File: src/design/hof_pkg.sv
// shared constants, types and helpers of the hampel outlier filter
package hof_pkg;

  // window geometry
  localparam int Window   = 5;
  localparam int MidIdx   = Window / 2;
  localparam int FillNeed = Window - Window / 2;
  localparam int IdxW     = $clog2(Window);
  localparam int FillW    = $clog2(FillNeed + 1);

  // data widths
  localparam int SampleW  = 16;
  localparam int DevW     = 16;
  localparam int ValW     = 17;
  localparam int ThrW     = 12;
  localparam int KappaW   = 16;
  localparam int ProdW    = ThrW + KappaW;
  localparam int RhsW     = ProdW + DevW;
  localparam int LhsShift = 23;

  // kappa = 1.4826 in Q1.15, threshold reset = 1.0 in Q4.8
  localparam logic [KappaW-1:0] KappaQ15 = 16'd48582;
  localparam logic [ThrW-1:0]   ThrReset = 12'd256;

  typedef logic signed [SampleW-1:0] sample_t;
  typedef logic signed [ValW-1:0]    sel_val_t;
  typedef sel_val_t                  sel_arr_t [Window];

  // magnitude of the difference of two samples
  function automatic logic [DevW-1:0] abs_diff(input sample_t a, input sample_t b);
    logic signed [SampleW:0] diff;
    diff = {a[SampleW-1], a} - {b[SampleW-1], b};
    abs_diff = diff[SampleW] ? DevW'(-diff) : DevW'(diff);
  endfunction

endpackage

File: src/design/hof_select.sv
// iterative rank selector: finds the middle-ranked value with one comparator
module hof_select import hof_pkg::*; (
  input  logic     clk_i,
  input  logic     rst_ni,
  input  logic     start_i,
  input  sel_arr_t vals_i,
  output logic     done_o,
  output sel_val_t med_o
);

  sel_arr_t          rot_q;
  sel_val_t          cand_q;
  sel_val_t          med_q;
  logic              active_q;
  logic              done_q;
  logic [IdxW-1:0]   c_q;
  logic [IdxW-1:0]   j_q;
  logic [IdxW-1:0]   rank_q;

  logic              first;
  logic              last;
  logic              late;
  logic              hit;
  logic [IdxW-1:0]   rank_inc;
  logic              found;

  // shared compare unit, ties broken by original position
  assign first    = (j_q == '0);
  assign last     = (j_q == IdxW'(Window - 1));
  assign late     = (({1'b0, c_q} + {1'b0, j_q}) >= (IdxW + 1)'(Window));
  assign hit      = (rot_q[0] < cand_q) || ((rot_q[0] == cand_q) && late);
  assign rank_inc = rank_q + IdxW'(hit);
  assign found    = (rank_inc == IdxW'(MidIdx));

  // rotating value store, candidate and result
  always_ff @(posedge clk_i) begin
    if (start_i) begin
      rot_q <= vals_i;
    end else if (active_q) begin
      for (int i = 0; i < Window; i++) begin
        if (last) begin
          rot_q[i] <= rot_q[(i + 2) % Window];
        end else begin
          rot_q[i] <= rot_q[(i + 1) % Window];
        end
      end
    end
    if (active_q && first) begin
      cand_q <= rot_q[0];
    end
    if (active_q && last && found) begin
      med_q <= cand_q;
    end
  end

  // pass and step sequencing
  always_ff @(posedge clk_i or negedge rst_ni) begin
    if (!rst_ni) begin
      active_q <= 1'b0;
      done_q   <= 1'b0;
      c_q      <= '0;
      j_q      <= '0;
      rank_q   <= '0;
    end else begin
      done_q <= 1'b0;
      if (start_i) begin
        active_q <= 1'b1;
        c_q      <= '0;
        j_q      <= '0;
        rank_q   <= '0;
      end else if (active_q) begin
        if (first) begin
          j_q    <= IdxW'(1);
          rank_q <= '0;
        end else if (last) begin
          if (found) begin
            active_q <= 1'b0;
            done_q   <= 1'b1;
          end else begin
            c_q <= c_q + IdxW'(1);
            j_q <= '0;
          end
        end else begin
          j_q    <= j_q + IdxW'(1);
          rank_q <= rank_inc;
        end
      end
    end
  end

  assign done_o = done_q;
  assign med_o  = med_q;

endmodule

File: src/design/hof_test.sv
// outlier test: two products on one shared multiplier, then an exact compare
module hof_test import hof_pkg::*; (
  input  logic            clk_i,
  input  logic            rst_ni,
  input  logic            start_i,
  input  logic [DevW-1:0] adiff_i,
  input  logic [DevW-1:0] dev_i,
  input  logic [ThrW-1:0] thr_i,
  output logic            done_o,
  output logic            outlier_o
);

  typedef enum logic [1:0] {
    T_IDLE,
    T_MUL1,
    T_MUL2,
    T_CMP
  } tst_state_e;

  tst_state_e        state_q;
  logic              done_q;
  logic              outlier_q;
  logic [DevW-1:0]   adiff_q;
  logic [DevW-1:0]   dev_q;
  logic [ThrW-1:0]   thr_q;
  logic [RhsW-1:0]   mul_q;

  logic [ProdW-1:0]  mul_a;
  logic [DevW-1:0]   mul_b;
  logic [RhsW-1:0]   mul_p;
  logic [RhsW-1:0]   lhs;

  // operand select: threshold * kappa first, then that product * deviation
  always_comb begin
    if (state_q == T_MUL1) begin
      mul_a = ProdW'(thr_q);
      mul_b = DevW'(KappaQ15);
    end else begin
      mul_a = mul_q[ProdW-1:0];
      mul_b = dev_q;
    end
  end

  assign mul_p = RhsW'(mul_a) * RhsW'(mul_b);
  assign lhs   = RhsW'({adiff_q, {LhsShift{1'b0}}});

  // operand capture and product register
  always_ff @(posedge clk_i) begin
    if (start_i) begin
      adiff_q <= adiff_i;
      dev_q   <= dev_i;
      thr_q   <= thr_i;
    end
    if (state_q == T_MUL1 || state_q == T_MUL2) begin
      mul_q <= mul_p;
    end
  end

  // step sequencer with registered result
  always_ff @(posedge clk_i or negedge rst_ni) begin
    if (!rst_ni) begin
      state_q   <= T_IDLE;
      done_q    <= 1'b0;
      outlier_q <= 1'b0;
    end else begin
      done_q <= 1'b0;
      unique case (state_q)
        T_IDLE: begin
          if (start_i) begin
            state_q <= T_MUL1;
          end
        end
        T_MUL1: begin
          state_q <= T_MUL2;
        end
        T_MUL2: begin
          state_q <= T_CMP;
        end
        T_CMP: begin
          outlier_q <= (lhs >= mul_q);
          done_q    <= 1'b1;
          state_q   <= T_IDLE;
        end
        default: begin
          state_q <= T_IDLE;
        end
      endcase
    end
  end

  assign done_o    = done_q;
  assign outlier_o = outlier_q;

endmodule

File: src/design/hampel_outlier_filter.sv
// top level of the hampel outlier filter: window, sequencer and output register
//
// channel   direction  signals                              transaction when
// in        input      in_valid_i, in_stall_o, sample_i     in_valid_i and not in_stall_o
// out       output     out_valid_o, out_stall_i, filtered_o out_valid_o and not out_stall_i
//                      replaced_o
// cfg       input      cfg_we_i, cfg_wdata_i                cfg_we_i
//
// a sample that yields a result takes two rank selections of one to Window passes
// (one compare per cycle), the multiply and compare of the outlier test, and the load
// of the output register that raises out_valid_o; the next sample can then be taken
// in_stall_o is high from the transaction of such a sample until the result is loaded; a result
// held by out_stall_i does not block the next sample, only the next load
// reset clears the window and fill count and sets the threshold to 1.0 at once; no clearing pass
module hampel_outlier_filter import hof_pkg::*; (
  input  logic                clk_i,
  input  logic                rst_ni,
  input  logic                in_valid_i,
  output logic                in_stall_o,
  input  logic signed [15:0]  sample_i,
  output logic                out_valid_o,
  input  logic                out_stall_i,
  output logic signed [15:0]  filtered_o,
  output logic                replaced_o,
  input  logic                cfg_we_i,
  input  logic [11:0]         cfg_wdata_i
);

  typedef enum logic [2:0] {
    S_IDLE,
    S_MED,
    S_DEV,
    S_TEST,
    S_PUSH
  } top_state_e;

  top_state_e        state_q;
  sample_t           win_q [Window];
  logic [FillW-1:0]  fill_q;
  logic [ThrW-1:0]   thr_q;
  sel_val_t          med_q;
  logic              out_valid_q;
  sample_t           filtered_q;
  logic              replaced_q;

  sample_t           win_next [Window];
  logic [FillW-1:0]  fill_next;
  logic              in_take;
  sel_arr_t          sel_vals;
  logic              sel_start;
  logic              sel_done;
  sel_val_t          sel_med;
  logic              tst_start;
  logic              tst_done;
  logic              tst_outlier;
  logic [DevW-1:0]   mid_adiff;
  logic              out_free;

  assign in_stall_o = (state_q != S_IDLE);
  assign in_take    = in_valid_i && (state_q == S_IDLE);
  assign out_free   = !out_valid_q || !out_stall_i;

  // window after the incoming sample is shifted in
  always_comb begin
    for (int i = 0; i < Window - 1; i++) begin
      win_next[i] = win_q[i + 1];
    end
    win_next[Window - 1] = sample_i;
    fill_next = (fill_q == FillW'(FillNeed)) ? fill_q : fill_q + FillW'(1);
  end

  // selector operands: window samples for the median, deviations for the mad
  always_comb begin
    for (int i = 0; i < Window; i++) begin
      if (state_q == S_IDLE) begin
        sel_vals[i] = ValW'(win_next[i]);
      end else begin
        sel_vals[i] = sel_val_t'({1'b0, abs_diff(win_q[i], sample_t'(sel_med))});
      end
    end
  end

  assign sel_start = (in_take && (fill_next == FillW'(FillNeed)))
                   || ((state_q == S_MED) && sel_done);
  assign mid_adiff = abs_diff(win_q[MidIdx], sample_t'(med_q));
  assign tst_start = (state_q == S_DEV) && sel_done;

  hof_select u_select (
    .clk_i   (clk_i),
    .rst_ni  (rst_ni),
    .start_i (sel_start),
    .vals_i  (sel_vals),
    .done_o  (sel_done),
    .med_o   (sel_med)
  );

  hof_test u_test (
    .clk_i     (clk_i),
    .rst_ni    (rst_ni),
    .start_i   (tst_start),
    .adiff_i   (mid_adiff),
    .dev_i     (sel_med[DevW-1:0]),
    .thr_i     (thr_q),
    .done_o    (tst_done),
    .outlier_o (tst_outlier)
  );

  // median capture and output payload
  always_ff @(posedge clk_i) begin
    if ((state_q == S_MED) && sel_done) begin
      med_q <= sel_med;
    end
    if ((state_q == S_PUSH) && out_free) begin
      filtered_q <= tst_outlier ? sample_t'(med_q) : win_q[MidIdx];
      replaced_q <= tst_outlier;
    end
  end

  // sequencer, window store, threshold and output valid
  always_ff @(posedge clk_i or negedge rst_ni) begin
    if (!rst_ni) begin
      state_q     <= S_IDLE;
      fill_q      <= '0;
      thr_q       <= ThrReset;
      out_valid_q <= 1'b0;
      for (int i = 0; i < Window; i++) begin
        win_q[i] <= '0;
      end
    end else begin
      if (cfg_we_i) begin
        thr_q <= cfg_wdata_i;
      end
      if (out_valid_q && !out_stall_i) begin
        out_valid_q <= 1'b0;
      end
      unique case (state_q)
        S_IDLE: begin
          if (in_take) begin
            win_q  <= win_next;
            fill_q <= fill_next;
            if (fill_next == FillW'(FillNeed)) begin
              state_q <= S_MED;
            end
          end
        end
        S_MED: begin
          if (sel_done) begin
            state_q <= S_DEV;
          end
        end
        S_DEV: begin
          if (sel_done) begin
            state_q <= S_TEST;
          end
        end
        S_TEST: begin
          if (tst_done) begin
            state_q <= S_PUSH;
          end
        end
        S_PUSH: begin
          if (out_free) begin
            out_valid_q <= 1'b1;
            state_q     <= S_IDLE;
          end
        end
        default: begin
          state_q <= S_IDLE;
        end
      endcase
    end
  end

  assign out_valid_o = out_valid_q;
  assign filtered_o  = filtered_q;
  assign replaced_o  = replaced_q;

endmodule
File: config.mk
export PLATFORM = sky130hd
export DESIGN_NAME = hampel_outlier_filter
export DESIGN_NICKNAME = d
export VERILOG_FILES = /design/src/design/hof_pkg.sv /design/src/design/hof_select.sv /design/src/design/hof_test.sv /design/src/design/hampel_outlier_filter.sv
export SDC_FILE = /design/constraint.sdc
export NUM_CORES = 2
export LEC_CHECK = 0
export BUFFER_PORTS_ARGS = -buffer_cell sky130_fd_sc_hd__buf_2
export CAP_MARGIN = 0
export CORE_MARGIN = 2
export CORE_UTILIZATION = 55
export DETAILED_ROUTE_END_ITERATION = 7
export GPL_ROUTABILITY_DRIVEN = 0
export PLACE_DENSITY = 0.74
export SYNTH_ARGS = -nofsm -noshare
export SYNTH_HDL_FRONTEND = slang
export SYNTH_SLANG_ARGS = --single-unit
File: constraint.sdc
create_clock -name clk_i -period 7.46 [get_ports clk_i]
set_input_delay 2.238 -clock clk_i [delete_from_list [all_inputs] [get_ports clk_i]]
set_output_delay 2.238 -clock clk_i [all_outputs]
set_load 0.02 [all_outputs]
### Yosys cells after proc, flatten, opt, wreduce, memory -nomap -nowiden

Cells that the tools add are included.

| word-level totals | value |
|---|---|
| memories | 0 |
| bits in writable memories | 0 |
| flip-flop bits (word level) | 352 |
| input port bits | 33 |
| latch bits | 0 |
| bits in read-only memories | 0 |

| operators by class | value |
|---|---|
| $lt $le $gt $ge | 3 |
| reductions and logical operators | 27 |
| shift operators | 0 |
| multiply operators | 1 |
| divide/modulo/power cells | 0 |
| add/subtract/negate cells | 17 |
| bitwise operators | 0 |
| equal/unequal tests | 23 |
| multiplexer cells | 59 |

Operators with widths:

| cell | count |
|---|---|
| 17-bit two-way mux | 10 |
| 85-bit two-way mux | 2 |
| 16-bit two-way mux | 8 |
| 16-bit by 16-bit subtractor with 17-bit output | 6 |
| 16-bit negation | 6 |
| 3-bit two-way mux | 20 |
| 39-bit by 44-bit >= comparator with 1-bit output | 1 |
| 28-bit by 16-bit multiplier with 44-bit output | 1 |
| 28-bit two-way mux | 1 |
| 17-bit == test | 1 |
| 17-bit less-than comparator | 1 |
| 3-bit one-hot mux with 5 select lines | 1 |
| 1-bit two-way mux | 14 |
| 1-bit logical AND | 10 |
| 2-bit != test (second input constant) | 5 |
| 3-bit by 2-bit == test with 1-bit output (second input constant) | 3 |
| 2-bit == test (second input constant) | 4 |
| 2-bit by 1-bit != test with 1-bit output (second input constant) | 4 |
| 2-bit one-hot mux with 4 select lines | 1 |
| 3-bit by 1-bit adder with 3-bit output (second input constant) | 2 |
| 3-bit == test (second input constant) | 2 |
| 3-bit logical NOT | 2 |
| 2-bit AND reduction | 3 |
| 6-bit AND reduction | 1 |
| 15 further kinds | 21 |

### Depth between registers and ports, before layout

| depth | value |
|---|---|
| depth in word-level cells | 11 |
| depth in mapped cells | 29 |
| depth with buffers taken out | 27 |

### Hierarchy

A second synthesis with hierarchy kept.

| second synthesis, totals | value |
|---|---|
| cells, all modules | 3943 |
| area, all modules | 37290.8 um2 |

By module, submodules not included:

| module | times used | cells each | area an instance (um2) |
|---|---|---|---|
| hof_test | 1 | 1877 | 17898.4 |
| hampel_outlier_filter | 1 | 1529 | 12919.9 |
| hof_select | 1 | 537 | 6472.5 |

### Worst setup path before layout

OpenSTA, ideal clock, no wires.

| timing | value |
|---|---|
| path type | flip-flop to flip-flop |
| start point | register u_test.state_q[1] |
| end point | register u_test.mul_q[41], data pin |
| buffers on the path | 2 |
| cell stages (with the launch flop) | 26 |
| library setup time | 0.259 ns |
| arrival | 7.029 ns |
| path slack | 0.172 ns |
| path through | dfrtp_1 > inv_1 > ha_1 > clkbuf_1 > buf_1 > mux2i_1 > nor2_1 > fa_1 > inv_1 > fa_1 > inv_1 > fa_1 > fa_1 > fa_1 > inv_1 > fa_1 > inv_1 > ha_1 > inv_1 > o41ai_1 > nor4b_1 > o21ai_1 > a31oi_1 > nor4_1 > or3_1 > xnor2_1 |

| on the way | value |
|---|---|
| cells in the longest elaborated chain, start to end | 3 |
| elaborated cells on any way between the ends | 4 |
| classes of those cells | mul (1); eq/ne (1); mux (2) |

RTL lines:

| what | line | text |
|---|---|---|
| from (decl) | hof_test.sv:20 | `tst_state_e state_q;` |
| from (signal assigned) | hof_test.sv:62 | `state_q <= T_IDLE;` |
| from (signal assigned) | hof_test.sv:70 | `state_q <= T_MUL1;` |
| from (signal assigned) | hof_test.sv:74 | `state_q <= T_MUL2;` |
| 2-bit by 1-bit == test with 1-bit output * | hof_test.sv:35 | `if (state_q == T_MUL1) begin` |
| 28-bit two-way mux / 16-bit two-way mux (equally long branches) | hof_test.sv:35 |  |
| 28-bit by 16-bit multiplier with 44-bit output * | hof_test.sv:44 | `assign mul_p = RhsW'(mul_a) * RhsW'(mul_b);` |
| net u_test.mul_p[41] | hof_test.sv:30 | `logic [RhsW-1:0] mul_p;` |
| to (signal assigned) | hof_test.sv:55 | `mul_q <= mul_p;` |
| to (decl) | hof_test.sv:26 | `logic [RhsW-1:0] mul_q;` |

Mark *: on every way through the listed nets, which the timed path passes. The rest lies on a longest branch.
A chain may end at the register's enable or synchronous reset.

### Worst setup path in the final report

| timing | value |
|---|---|
| start point | register u_test.state_q[1] |
| end point | register u_test.mul_q[43], data pin |

Same word-level chain as after synthesis.

==> results.toml <==
[status]
outcome = "completed"

[yosys]
synth-async-reset-ratio = 0.321
synth_edf_count = 239
yosys_register_bits = 352
syn_nets = 4473
netlist_area_um2 = 36300
ys_warn_count = 0
synth_most_common_cell = "inv_1"
syn_area_per_cell_um2 = 9.54
syn_inst = 3807
synth_flop_cell = "edfxtp_1"
synth.area.top_cells = "fa_1 20%, edfxtp_1 20%, ha_1 9.1%"
yosys.area.top_type = "fa_1"
synth_top_area_frac = 0.203
ys_seq_area_frac = 0.275
ys_types = 87
synthTopCellsByCount = "512 x inv_1, 454 x nand2_1, 369 x fa_1"

[job]
maxCapViolCount = 0

[route]
detail_route.first_pass.iterations = 6
drc = 0
num_vias = 28200
routed_wirelength_um = 98300
drtIter0Drc = 2296
wire_per_inst_um = 20.7
vias_per_cell = 5.93
detail-route-antenna-nets = 0

[floorplan]
die_w_um = 261
start_util = 0.554
die_y_um = 261
io-pin-count = 52
core_um2 = 65600
die-area_um2 = 68100
rows = 94

[finish]
fin_cells = 4754
finish.utilization = 0.602
nets = 4526
fill_cells = 5561
syn_to_final_growth_pct = 8.76
multi_input_area_um2 = 24000
drive_above_1_share = 0.103
register_area_um2 = 10000
num_antenna_cells = 0

[critical_path]
crit_top_cell = "fa_1"
crit_required_ps = 7760
path_max_fanout = 20
cpPeakStageDelay_ps = 570
cpLargestDelayFamily = "adder cells"
critPathKind = "flop to flop"
reg2regPathDepth = 28
critPathCaptureType = "flop"
worstSetupStartpointType = "flop"
path_buf_inv = 8
critical_path_depth = 28
cpMaxStageDelayCell = "fa_1"
reg2reg_setup_slack_ps = 180
worstPathArrival_ps = 7580

[global_route]
grt_overflow = 0
grt_start_max_net_pins = 78
antenna_found_initial = 0
grt_pass1_vias = 28400
grtUsageTotal = 0.293
grt_pass1_wl_um = 156000

[sta]
fin_tns_setup_ps = 0
clock_skew_ps = 24.5
slew_headroom = 0.246
timing.fmax_ghz = 0.137
worst_slew_pin_slew_ps = 1100
final-setup-viol-count = 0
post-route-period-util = 0.976
final_hold_viol_count = 0
rsz0062_at_grt = "yes"
drv_slew = 0
period_needed_ps = 7280

[placement]
portBuffers = 51
place_hpwl_um = 76300
place_inst = 4677

[clock_network]
worstSkewPairLatency_ps = 570
numCtsBuffers = 40
ctsHtreeMaxLevel = 2
cts_tree = "done"
clk_path_buf_depth = 3
clock-sinks = 352
clkTransAtPathRegs_ps = 60
cts-root-buf = "clkbuf_16"

[hold_path]
hp-class = "flop to flop"
worstHoldPathCells = 0
==> layer usage <==
layer | part of all wire | track usage
met4 | 0.054 | 0.135
met5 | 0 | 0
met3 | 0.074 | 0.0446
met2 | 0.48 | 0.489
met1 | 0.40 | 0.379
==> flip-flops by register name, summed over array words and instances (netlist names), 17 cells and up <==
register         flops
u_test.mul_q        44
u_select.cand_q     17
u_select.rot_q      85
win_next            64
==> cells by family (layout without fill, tap and decap cells) <==
| kind of cell | after synthesis | after routing | synth area share |
|---|---|---|---|
| buffers and inverters | 663 | 746 | 0.0686 |
| DFF | 352 | 352 | 0.275 |
| muxes | 172 | 172 | 0.0512 |
| adders and majority gates | 633 | 633 | 0.294 |
| AOI/OAI and AO/OA | 666 | 666 | 0.119 |
| xor gates and xnor gates | 169 | 169 | 0.0407 |
| and+or+nand+nor | 1152 | 1152 | 0.151 |
==> path summary, 6_finish.rpt <==
path / start / to
max: u_test.state_q[1]$_DFFE_PN0P_ / u_test.mul_q[43]$_DFFE_PP_
min: thr_q[1]$_DFFE_PN0P_ / u_test.thr_q[1]$_DFFE_PP_
max in group asynchronous: rst_ni / state_q[1]$_DFFE_PN0P_
max reg2reg: u_test.state_q[1]$_DFFE_PN0P_ / u_test.mul_q[43]$_DFFE_PP_
min reg2reg: thr_q[1]$_DFFE_PN0P_ / u_test.thr_q[1]$_DFFE_PP_
min in group asynchronous: rst_ni / win_next[18]$_DFFE_PN0P_
==> worst reg2reg max path, delay by kind of cell (launching register included) <==
family,cells,cell delay (ps)
and+or+nand+nor,5,830
DFF,1,360
xor gates and xnor gates,1,80
AOI/OAI and AO/OA,6,1140
adders and majority gates,8,3550
buffers and inverters,8,1080
==> stage by stage <==
stage	setup slack (ps)	cell area [um^2]	hold slack, ps
floorplan	172	36300	421
global placement	44.6	38000	429
CTS	99.7	39400	445
detailed placement	-95.9	38000	434
finish	179	39500	447
global route	-41.1	39500	458
==> cells in the final DEF, fill, tap and decap left out, drive strengths merged, types with 8 or more instances in the layout <==
cell and count:
clkinv 10, nand4 23, o41ai 8, or3 21, nor2b 58, nand2 454, edfxtp 239, nor3 71
a21o 53, nand3b 8, clkbuf 51, and3 12, dfrtp 112, or4 8, nand2b 31, nor2 214
xnor2 107, nor4 16, a221oi 31, xor2 62, o22ai 10, a21oi 170, and2 142, mux2i 60
or2 23, a211oi 30, o31ai 14, nand3 49, a31oi 47, o211ai 19, o21ai 155, fa 369
ha 264, mux2 112, o21bai 15, o21a 32, buf 161, inv 515
==> repair_timing <==
action / 4_1_cts / 5_1_grt
hold endpoints to repair: 0 / 0
hold buffers: 0 / 0
gates cloned: 0 / 1
endpoints found under the setup margin: 2 / 10
buffers inserted: 0 / 4
gates resized for setup: 4 / 24
==> final cells by class <==
type,count,area share
Clock buffer,50,0.0273
Sequential cell,352,0.253
Timing Repair Buffer,162,0.0292
Multi-Input combinational cell,2792,0.607
Inverter,512,0.0486
Tap cell,864,0.0274
Clock inverter,22,0.00709
Power is not shown: default switching activity piles up to over one toggle a cycle in this logic, so the estimate is an artifact.
